<file path="src/design/snot_pkg.sv">
// shared types, codes and character constants of the service name owner table
package snot_pkg;

	// request modes
	localparam logic [2:0] MODE_REGISTER   = 3'd0;
	localparam logic [2:0] MODE_LOOKUP     = 3'd1;
	localparam logic [2:0] MODE_REMOVE     = 3'd2;
	localparam logic [2:0] MODE_GRANT      = 3'd3;
	localparam logic [2:0] MODE_REMOVE_PID = 3'd4;
	localparam logic [2:0] MODE_COLLECT    = 3'd5;

	// result status codes
	localparam logic [2:0] STATUS_OK          = 3'd0;
	localparam logic [2:0] STATUS_BAD_NAME    = 3'd1;
	localparam logic [2:0] STATUS_TAKEN       = 3'd2;
	localparam logic [2:0] STATUS_FULL        = 3'd3;
	localparam logic [2:0] STATUS_NOT_FOUND   = 3'd4;
	localparam logic [2:0] STATUS_NOT_OWNER   = 3'd5;
	localparam logic [2:0] STATUS_BAD_GRANTEE = 3'd6;

	// name characters
	localparam logic [7:0] CH_LOWER_A = 8'h61;
	localparam logic [7:0] CH_LOWER_Z = 8'h7a;
	localparam logic [7:0] CH_UPPER_A = 8'h41;
	localparam logic [7:0] CH_UPPER_Z = 8'h5a;
	localparam logic [7:0] CH_DIGIT_0 = 8'h30;
	localparam logic [7:0] CH_DIGIT_9 = 8'h39;
	localparam logic [7:0] CH_UNDER   = 8'h5f;
	localparam logic [7:0] CH_DASH    = 8'h2d;

	typedef struct packed {
		logic [2:0]          mode;
		logic [63:0]         name_key;
		logic signed [31:0]  proc_id;
		logic signed [31:0]  new_owner_id;
		logic [4:0]          copy_limit;
	} req_word_t;

	typedef struct packed {
		logic [2:0]  status;
		logic [30:0] owner_found;
		logic [63:0] owned_name;
		logic [4:0]  owned_count;
		logic        last;
	} rsp_word_t;

	function automatic logic char_ok(input logic [7:0] c);
		return (c >= CH_LOWER_A && c <= CH_LOWER_Z) || (c >= CH_UPPER_A && c <= CH_UPPER_Z) ||
		       (c >= CH_DIGIT_0 && c <= CH_DIGIT_9) || c == CH_UNDER || c == CH_DASH;
	endfunction

endpackage

</file>
<file path="src/design/snot_req_if.sv">
// request channel of the service name owner table
interface snot_req_if;
	logic                 valid;
	logic                 ready;
	snot_pkg::req_word_t  payload;

	modport source (output valid, output payload, input ready);
	modport sink (input valid, input payload, output ready);
endinterface

</file>
<file path="src/design/snot_rsp_if.sv">
// result channel of the service name owner table
interface snot_rsp_if;
	logic                 valid;
	logic                 ready;
	snot_pkg::rsp_word_t  payload;

	modport source (output valid, output payload, input ready);
	modport sink (input valid, input payload, output ready);
endinterface

</file>
<file path="src/design/service_name_owner_table_unit.sv">
// service name owner table: request sequencer, slot scan and slot memory
//
// A table of ENTRIES slots, each holding a service name of up to NAME_BYTES-1
// characters and the pid that owns it. One request word is taken at a time:
// after acceptance the check state tests the name and pids, then a single
// comparator walks the slots in index order, one slot per cycle through the
// registered read port of the slot memory (the first read, one compare per slot
// and a closing step), and the final state writes a new slot for register and
// loads the final word. Requests rejected by the check skip the walk.
// Collect sends one word per owned slot, up to the copy limit, during the walk,
// and the walk waits whenever such a word cannot leave the output register.
// Reset frees all slots at once through per-slot valid bits; no clearing pass
// is needed. Names are stored with every byte after the terminator zeroed.
module service_name_owner_table_unit #(
	parameter int ENTRIES    = 16,
	parameter int NAME_BYTES = 8
) (
	input logic         clk,
	input logic         arst_n,
	snot_req_if.sink    req,
	snot_rsp_if.source  rsp
);

	localparam int NW   = 8 * NAME_BYTES;
	localparam int IW   = (ENTRIES > 1) ? $clog2(ENTRIES) : 1;
	localparam int CW   = $clog2(ENTRIES + 1);
	localparam int CMPW = (CW > 5) ? CW : 5;

	typedef enum logic [1:0] {
		ST_IDLE,
		ST_CHECK,
		ST_SCAN,
		ST_FIN
	} state_t;

	state_t               state_q;
	logic                 out_vld_q;
	snot_pkg::rsp_word_t  out_q;
	logic [ENTRIES-1:0]   vld_q;
	logic                 cmp_vld_q;

	// request fields
	logic [2:0]   mode_q;
	logic [63:0]  key_q;
	logic [31:0]  pid_raw_q;
	logic [31:0]  gnt_raw_q;
	logic [4:0]   lim_q;

	// scan state
	logic [NW-1:0]  canon_q;
	logic [2:0]     st_q;
	logic [30:0]    owner_q;
	logic           run_q;
	logic           hit_q;
	logic           hit_own_q;
	logic           free_f_q;
	logic [IW-1:0]  free_idx_q;
	logic [CW-1:0]  scan_q;
	logic [IW-1:0]  cmp_idx_q;
	logic [CW-1:0]  cnt_q;

	// slot memory
	logic [NW-1:0]  name_mem [ENTRIES];
	logic [30:0]    owner_mem [ENTRIES];
	logic [NW-1:0]  rd_name_q;
	logic [30:0]    rd_owner_q;

	logic [NW-1:0]  canon_c;
	logic           name_ok;
	logic [2:0]     chk_st;
	logic           chk_run;
	logic           pid_ok;
	logic           gnt_ok;
	logic [30:0]    pid;
	logic [30:0]    gnt;
	logic           out_free;
	logic           occ;
	logic           eq;
	logic           own_me;
	logic           m_first;
	logic           collect_hit;
	logic           emit_name;
	logic           advance;
	logic           ev;
	logic           rd_en;
	logic           clr;
	logic           gnt_wr;
	logic           fin_fire;
	logic           ins;
	logic [IW-1:0]  wr_addr;
	logic [30:0]    wr_owner_d;
	logic [2:0]     fin_status;

	assign pid    = pid_raw_q[30:0];
	assign gnt    = gnt_raw_q[30:0];
	assign pid_ok = !pid_raw_q[31] && (|pid_raw_q[30:0]);
	assign gnt_ok = !gnt_raw_q[31] && (|gnt_raw_q[30:0]);

	// name check: stops at the first nul, non-empty, legal characters only
	always_comb begin
		logic [7:0] c;
		logic       term;
		logic       bad;
		c       = '0;
		term    = 1'b0;
		bad     = 1'b0;
		name_ok = 1'b0;
		canon_c = '0;
		for (int i = 0; i < NAME_BYTES; i++) begin
			c = key_q[8*i +: 8];
			if (!term) begin
				if (c == 8'h00) begin
					term    = 1'b1;
					name_ok = (i > 0) && !bad;
				end else begin
					if (!snot_pkg::char_ok(c)) begin
						bad = 1'b1;
					end
					canon_c[8*i +: 8] = c;
				end
			end
		end
	end

	// early outcome of each mode before the walk
	always_comb begin
		chk_st  = snot_pkg::STATUS_NOT_FOUND;
		chk_run = 1'b0;
		case (mode_q)
			snot_pkg::MODE_REGISTER, snot_pkg::MODE_REMOVE: begin
				if (!name_ok || !pid_ok) begin
					chk_st = snot_pkg::STATUS_BAD_NAME;
				end else begin
					chk_run = 1'b1;
				end
			end
			snot_pkg::MODE_LOOKUP: begin
				if (!name_ok) begin
					chk_st = snot_pkg::STATUS_BAD_NAME;
				end else begin
					chk_run = 1'b1;
				end
			end
			snot_pkg::MODE_GRANT: begin
				if (!name_ok || !pid_ok) begin
					chk_st = snot_pkg::STATUS_BAD_NAME;
				end else if (!gnt_ok) begin
					chk_st = snot_pkg::STATUS_BAD_GRANTEE;
				end else begin
					chk_run = 1'b1;
				end
			end
			snot_pkg::MODE_REMOVE_PID: begin
				chk_run = pid_ok;
			end
			snot_pkg::MODE_COLLECT: begin
				chk_run = pid_ok;
				if (pid_ok) begin
					chk_st = snot_pkg::STATUS_OK;
				end
			end
			default: begin
				chk_run = 1'b0;
			end
		endcase
	end

	// slot compare on the word held in the registered read port
	assign out_free    = !out_vld_q || rsp.ready;
	assign occ         = vld_q[cmp_idx_q];
	assign eq          = (rd_name_q == canon_q);
	assign own_me      = (rd_owner_q == pid);
	assign m_first     = occ && eq && !hit_q;
	assign collect_hit = cmp_vld_q && (mode_q == snot_pkg::MODE_COLLECT) && occ && own_me;
	assign emit_name   = collect_hit && (CMPW'(cnt_q) < CMPW'(lim_q));
	assign advance     = !emit_name || out_free;
	assign ev          = (state_q == ST_SCAN) && cmp_vld_q && advance;
	assign rd_en       = (state_q == ST_SCAN) && advance && (scan_q < CW'(ENTRIES));

	assign clr = ev && (((mode_q == snot_pkg::MODE_REMOVE) && m_first && own_me) ||
	                    ((mode_q == snot_pkg::MODE_REMOVE_PID) && occ && own_me));
	assign gnt_wr = ev && (mode_q == snot_pkg::MODE_GRANT) && m_first && own_me;

	// final word and slot insertion for register
	assign fin_fire = (state_q == ST_FIN) && out_free;
	assign ins = fin_fire && run_q && (mode_q == snot_pkg::MODE_REGISTER) && !hit_q && free_f_q;

	always_comb begin
		fin_status = st_q;
		if (run_q && (mode_q == snot_pkg::MODE_REGISTER)) begin
			if (hit_q) begin
				fin_status = hit_own_q ? snot_pkg::STATUS_OK : snot_pkg::STATUS_TAKEN;
			end else if (free_f_q) begin
				fin_status = snot_pkg::STATUS_OK;
			end else begin
				fin_status = snot_pkg::STATUS_FULL;
			end
		end
	end

	assign wr_addr    = ins ? free_idx_q : cmp_idx_q;
	assign wr_owner_d = ins ? pid : gnt;

	assign req.ready   = (state_q == ST_IDLE);
	assign rsp.valid   = out_vld_q;
	assign rsp.payload = out_q;

	// sequencer, valid bits and output register
	always_ff @(posedge clk or negedge arst_n) begin
		if (!arst_n) begin
			state_q   <= ST_IDLE;
			out_vld_q <= 1'b0;
			out_q     <= '0;
			vld_q     <= '0;
			cmp_vld_q <= 1'b0;
		end else begin
			case (state_q)
				ST_IDLE: begin
					if (req.valid) begin
						state_q <= ST_CHECK;
					end
				end
				ST_CHECK: begin
					cmp_vld_q <= 1'b0;
					state_q   <= chk_run ? ST_SCAN : ST_FIN;
				end
				ST_SCAN: begin
					if (advance) begin
						cmp_vld_q <= rd_en;
					end
					if (!cmp_vld_q && (scan_q == CW'(ENTRIES))) begin
						state_q <= ST_FIN;
					end
				end
				ST_FIN: begin
					if (out_free) begin
						state_q <= ST_IDLE;
					end
				end
				default: begin
					state_q <= ST_IDLE;
				end
			endcase

			if (ev && emit_name) begin
				out_vld_q <= 1'b1;
				out_q     <= '{status: snot_pkg::STATUS_OK, owner_found: '0,
				               owned_name: 64'(rd_name_q), owned_count: '0, last: 1'b0};
			end else if (fin_fire) begin
				out_vld_q         <= 1'b1;
				out_q.status      <= fin_status;
				out_q.owner_found <= owner_q;
				out_q.owned_name  <= '0;
				out_q.owned_count <= 5'(cnt_q);
				out_q.last        <= 1'b1;
			end else if (rsp.ready) begin
				out_vld_q <= 1'b0;
			end

			if (clr) begin
				vld_q[cmp_idx_q] <= 1'b0;
			end
			if (ins) begin
				vld_q[free_idx_q] <= 1'b1;
			end
		end
	end

	// request fields and scan bookkeeping
	always_ff @(posedge clk) begin
		if (req.valid && req.ready) begin
			mode_q    <= req.payload.mode;
			key_q     <= req.payload.name_key;
			pid_raw_q <= req.payload.proc_id;
			gnt_raw_q <= req.payload.new_owner_id;
			lim_q     <= req.payload.copy_limit;
		end
		if (state_q == ST_CHECK) begin
			canon_q   <= canon_c;
			st_q      <= chk_st;
			run_q     <= chk_run;
			owner_q   <= '0;
			hit_q     <= 1'b0;
			hit_own_q <= 1'b0;
			free_f_q  <= 1'b0;
			scan_q    <= '0;
			cnt_q     <= '0;
		end
		if (rd_en) begin
			scan_q    <= scan_q + CW'(1);
			cmp_idx_q <= scan_q[IW-1:0];
		end
		if (ev) begin
			case (mode_q)
				snot_pkg::MODE_REGISTER: begin
					if (!occ) begin
						if (!free_f_q) begin
							free_f_q   <= 1'b1;
							free_idx_q <= cmp_idx_q;
						end
					end else if (eq && !hit_q) begin
						hit_q     <= 1'b1;
						hit_own_q <= own_me;
					end
				end
				snot_pkg::MODE_LOOKUP: begin
					if (m_first) begin
						hit_q   <= 1'b1;
						owner_q <= rd_owner_q;
						st_q    <= snot_pkg::STATUS_OK;
					end
				end
				snot_pkg::MODE_REMOVE: begin
					if (m_first && own_me) begin
						hit_q <= 1'b1;
						st_q  <= snot_pkg::STATUS_OK;
					end
				end
				snot_pkg::MODE_GRANT: begin
					if (m_first) begin
						hit_q <= 1'b1;
						st_q  <= own_me ? snot_pkg::STATUS_OK : snot_pkg::STATUS_NOT_OWNER;
					end
				end
				snot_pkg::MODE_REMOVE_PID: begin
					if (occ && own_me) begin
						st_q <= snot_pkg::STATUS_OK;
					end
				end
				snot_pkg::MODE_COLLECT: begin
					if (collect_hit) begin
						cnt_q <= cnt_q + CW'(1);
					end
				end
				default: begin
					hit_q <= hit_q;
				end
			endcase
		end
	end

	// slot memory: one write port, one registered read port
	always_ff @(posedge clk) begin
		if (ins) begin
			name_mem[wr_addr] <= canon_q;
		end
		if (ins || gnt_wr) begin
			owner_mem[wr_addr] <= wr_owner_d;
		end
		if (rd_en) begin
			rd_name_q  <= name_mem[scan_q[IW-1:0]];
			rd_owner_q <= owner_mem[scan_q[IW-1:0]];
		end
	end

`ifndef SYNTHESIS
	// a non-final word can only be pending while collect walks the slots or closes
	assert property (@(posedge clk) disable iff (!arst_n)
		out_vld_q && !out_q.last |->
			((state_q == ST_SCAN) || (state_q == ST_FIN)) &&
			(mode_q == snot_pkg::MODE_COLLECT))
		else $error("non-final word outside collect walk");

	// register only fills a slot that is free
	assert property (@(posedge clk) disable iff (!arst_n)
		ins |-> !vld_q[free_idx_q])
		else $error("insert into occupied slot");

	// an accepted request is checked in the following cycle
	assert property (@(posedge clk) disable iff (!arst_n)
		req.valid && req.ready |=> state_q == ST_CHECK)
		else $error("accepted request not checked");
`endif

endmodule
</file>
<file path="src/flat_wrapper.sv">
// flat-port wrapper written by rule: the top's interface ports become plain ports
module service_name_owner_table_unit_flat 
#(
	parameter int ENTRIES    = 16,
	parameter int NAME_BYTES = 8
)
  (clk, arst_n, req_valid, req_payload, req_ready, rsp_valid, rsp_payload, rsp_ready);
  snot_req_if req_i ();
  snot_rsp_if rsp_i ();
  input logic clk;
  input logic arst_n;
  input wire logic [$bits(req_i.valid)-1:0] req_valid;
  input wire logic [$bits(req_i.payload)-1:0] req_payload;
  output wire logic [$bits(req_i.ready)-1:0] req_ready;
  output wire logic [$bits(rsp_i.valid)-1:0] rsp_valid;
  output wire logic [$bits(rsp_i.payload)-1:0] rsp_payload;
  input wire logic [$bits(rsp_i.ready)-1:0] rsp_ready;
  assign req_i.valid = req_valid;
  assign req_i.payload = req_payload;
  assign req_ready = req_i.ready;
  assign rsp_valid = rsp_i.valid;
  assign rsp_payload = rsp_i.payload;
  assign rsp_i.ready = rsp_ready;
  service_name_owner_table_unit #(.ENTRIES(ENTRIES), .NAME_BYTES(NAME_BYTES)) u_core (.clk(clk), .arst_n(arst_n), .req(req_i), .rsp(rsp_i));
endmodule
</file>
<file path="config.mk">
export PLATFORM = sky130hd
export DESIGN_NAME = service_name_owner_table_unit_flat
export DESIGN_NICKNAME = d
export VERILOG_FILES = /design/src/design/snot_pkg.sv /design/src/design/snot_req_if.sv /design/src/design/snot_rsp_if.sv /design/src/design/service_name_owner_table_unit.sv /design/src/flat_wrapper.sv
export SDC_FILE = /design/constraint.sdc
export NUM_CORES = 2
export LEC_CHECK = 0
export BUFFER_PORTS_ARGS = -buffer_cell sky130_fd_sc_hd__buf_2
export CAP_MARGIN = 0
export CORE_MARGIN = 2
export CORE_UTILIZATION = 25
export DETAILED_ROUTE_END_ITERATION = 6
export HOLD_SLACK_MARGIN = 0.15
export PLACE_DENSITY_LB_ADDON = 0.3
export SETUP_SLACK_MARGIN = 0.3
export SYNTH_ARGS = -nofsm -noshare
export SYNTH_HDL_FRONTEND = slang
export SYNTH_SLANG_ARGS = --single-unit
</file>
<file path="constraint.sdc">
create_clock -name clk -period 9.4 [get_ports clk]
set_clock_uncertainty 0.1 [all_clocks]
set_input_delay 1.88 -clock clk [delete_from_list [all_inputs] [get_ports clk]]
set_output_delay 1.88 -clock clk [all_outputs]
set_load 0.02 [all_outputs]
</file>
==> flow_metrics.env <==
export IMPL_tightest_slew_ns=1.215
export IMPL_tns_ns=0
export IMPL_rsz0062_at_grt="no"
export IMPL_routed_wl_um=205900
export IMPL_cp_max_fo=45
export IMPL_ir_drop_v=0.0002503
export IMPL_clk_path_buf_depth=4
export IMPL_period_share_pct=52.80
export IMPL_core_area_um2=303300
export IMPL_cts_root_buf="clkbuf_16"
export IMPL_reg2reg_depth=9
export IMPL_grt_pass1_vias=38490
export IMPL_maxSlewViolCount=0
export IMPL_synth_warnings=0
export IMPL_hpwl_um=125900
export IMPL_drv_cap=0
export IMPL_hold_violations=0
export IMPL_die_h_um=556.6
export IMPL_dp_cells=7839
export IMPL_crit_required_ns=9.80
export IMPL_min_from="u_core.owner_q[28]"
export IMPL_powerDensity_nw_per_um2=279.0
export IMPL_holdWs_ns=0.3671
export IMPL_leakage_uw=0.02896
export IMPL_num_io_pins=246
export IMPL_holdBufCountCts=0
export IMPL_setup_violations=0
export IMPL_rows=202
export IMPL_synth_avg_cell_area_um2=20.60
export IMPL_reg2reg_slack_ns=4.44
export IMPL_layout_setup_ws_ns=4.437
export IMPL_hold_path_depth=2
export IMPL_critPathKind="input pin to register"
export IMPL_min_period_ns=4.963
export IMPL_synthCells=3706
export IMPL_grt_start_max_net_pins=139
export IMPL_drtIter0Drc=3308
export IMPL_fmax_mhz=201.5
export IMPL_synth_flop_cell="edfxtp_1"
export IMPL_postCtsResizedCells=0
export IMPL_detail_route_antenna_nets=0
export IMPL_syn_nets=3857
export IMPL_arrival_ns=5.36
export IMPL_instances_no_fill=8228
export IMPL_rr_startpoint="u_core.canon_q[41]"
export IMPL_cts_num_sinks=1995
export IMPL_clock_latency_ns=0.89
export IMPL_worstReg2RegEnd="u_core.owner_mem[2][4]"
export IMPL_fp_dieW_um=556.6
export IMPL_port_buffers=245
export IMPL_cts_setup_buffers=0
export IMPL_hp_class="register to register"
export IMPL_async_reset_ff_share_pct=6.216
export IMPL_grt_ovfl_total=0
export IMPL_drc_errors=0
export IMPL_cts_buffers=211
export IMPL_syn_to_final_growth_pct=17.27
export IMPL_status="completed"
export IMPL_max_slew_margin_pct=19.02
export IMPL_vias_per_cell=4.500
export IMPL_syn_area_um2=76350
export IMPL_vias=37020
export IMPL_cts_max_level=4
export IMPL_clk_pin_slew_ns=0.06
export IMPL_ys_types=78
export IMPL_initial_core_util_pct=25.17
export IMPL_hold_end="u_core.owner_q[28]"
export IMPL_globalRouteTotalUtil_pct=13.02
export IMPL_synth_edf_count=1830
export IMPL_critPathCaptureType="register"
export IMPL_fin_nets=4225
export IMPL_grt_pass1_wl_um=292000
export IMPL_cts_tree="done"
export IMPL_die_area_um2=309800
export IMPL_drive_gt1_share_pct=27.54
export IMPL_yosysSeqAreaShare_pct=77.12
export IMPL_dr_pass1_iters=6
export IMPL_pre_cts_slack_ns=3.467
export IMPL_antenna_found_initial=16
export IMPL_place_congestion=0.7841
export IMPL_wire_per_inst_um=25.03
export IMPL_startpoint_type="input pin"
export IMPL_ys_seq_elements=1995
==> worst max-delay path by stage <==
| stage | startpoint | to | slack (ns) |
|---|---|---|---|
| floorplan | req_valid | u_core.gnt_raw_q[0] | 0.99 |
| global placement | rsp_ready | u_core.name_mem[5][2] | 3.50 |
| detailed placement | rsp_ready | u_core.name_mem[4][34] | 3.47 |
| CTS | u_core.canon_q[5] | u_core.owner_mem[0][15] | 4.34 |
| global route | u_core.canon_q[5] | u_core.owner_mem[3][24] | 4.17 |
| finish | rsp_ready | u_core.name_mem[4][62] | 4.44 |
==> per-layer routing <==
layer | vias to the layer above | routed length (um) | global-route usage [%]
li1 | 15810 | - | -
met1 | 20040 | 88760 | 17.17
met2 | 886 | 103200 | 22.36
met3 | 274 | 9427 | 1.988
met4 | 18 | 4433 | 3.161
met5 | - | 122 | 0
==> power breakdown <==
part           switching, uW  internal (uW)  leakage (uW)  total (uW)
registers                885          10800        0.0186       11700
clock network           3440           4640       0.00324        8080
logic                   2830           2350       0.00714        5180
==> critical path, stage by stage <==
cell and delay [ns]:
buf_2 0.08, nor2b_1 0.15, nand2b_4 0.32, or4_2 0.59, buf_4 0.31, or3_1 0.53, nor2_4 0.93, buf_4 0.50
==> cell usage in the layout (no fill, tap or decap), types with 27 or more instances in the layout <==
cell type and count:
nor2_4 28, dfrtp_1 124, o21ai_0 100, edfxtp_1 1830
clkinv_2 39, nand2_1 323, inv_1 32, nor2_1 64
a21oi_1 27, buf_4 80, xor2_1 73, buf_2 244
clkbuf_16 216, clkinv_1 35, mux4_2 480, clkbuf_1 55
nor4_1 38, dfxtp_1 41, mux2i_1 36, and2_1 49
==> logic make-up (layout without fill, tap and decap cells) <==
family,after synthesis,count (layout),share of synthesized area [%]
other,0,6,0
AOI/OAI and AO/OA,230,230,1.898
xor gates and xnor gates,80,80,0.9177
muxes,516,516,14.63
adders and majority gates,11,11,0.1803
buffers and inverters,212,750,1.082
and+or+nand+nor,662,662,4.176
DFF,1995,1995,77.12
==> registers in the layout (all words and copies together) (netlist names), 4 cells and up <==
signal,cells
u_core.name_mem,1024
u_core.owner_mem,496
u_core.rsp.payload,104
u_core.canon_q,64
u_core.key_q,64
u_core.rd_name_q,64
u_core.gnt_raw_q,32
u_core.pid_raw_q,32
u_core.owner_q,31
u_core.rd_owner_q,31
u_core.vld_q,16
u_core.cnt_q,5
u_core.lim_q,5
u_core.scan_q,5
u_core.cmp_idx_q,4
u_core.free_idx_q,4
==> cell usage after synthesis, types with 8 or more instances <==
master       n  area share (%)
dfxtp_1     41             1.1
clkbuf_1   122            0.60
nand3_1     24            0.16
or4_1        8           0.079
ha_1        11            0.18
nand2_1    323             1.6
nand4_1     21            0.17
a21oi_1     27            0.18
o21ai_1     16            0.10
nor2_1      92            0.45
and2_1      49            0.40
and3_1      10           0.082
inv_1       34            0.17
mux4_2     480              14
buf_1       36            0.18
nor2b_1     23            0.19
nor4_1      40            0.33
o21ai_0    100            0.66
nand2b_1    11           0.090
mux2i_1     36            0.47
xor2_1      73            0.84
nor3_1      23            0.15
edfxtp_1  1830              72
a21o_1      20            0.20
dfrtp_1    124             4.1
buf_2       18            0.12
==> through the flow <==
step                      util [%]  cell area, um^2  total power [uW]
after floorplan                  -            76350             15040
after global placement       27.33            82880             17220
after detailed placement     27.33            82880             17260
after CTS                    29.51            89520             25390
after global routing         29.52            89520             25960
final                        29.52            89530             24980
==> final cells by class <==
| class | count | area [um^2] |
|---|---|---|
| diodes | 6 | 15.01 |
| clock buffers | 276 | 5680 |
| clock inverters | 107 | 950.9 |
| fillers | 29620 | 213800 |
| inverters | 35 | 136.4 |
| multi-input cells | 1499 | 16920 |
| flip-flops and latches | 1995 | 58880 |
| well taps | 3978 | 4977 |
| repair buffers | 332 | 1973 |
Note: power is estimated with default switching activity, not from simulation.
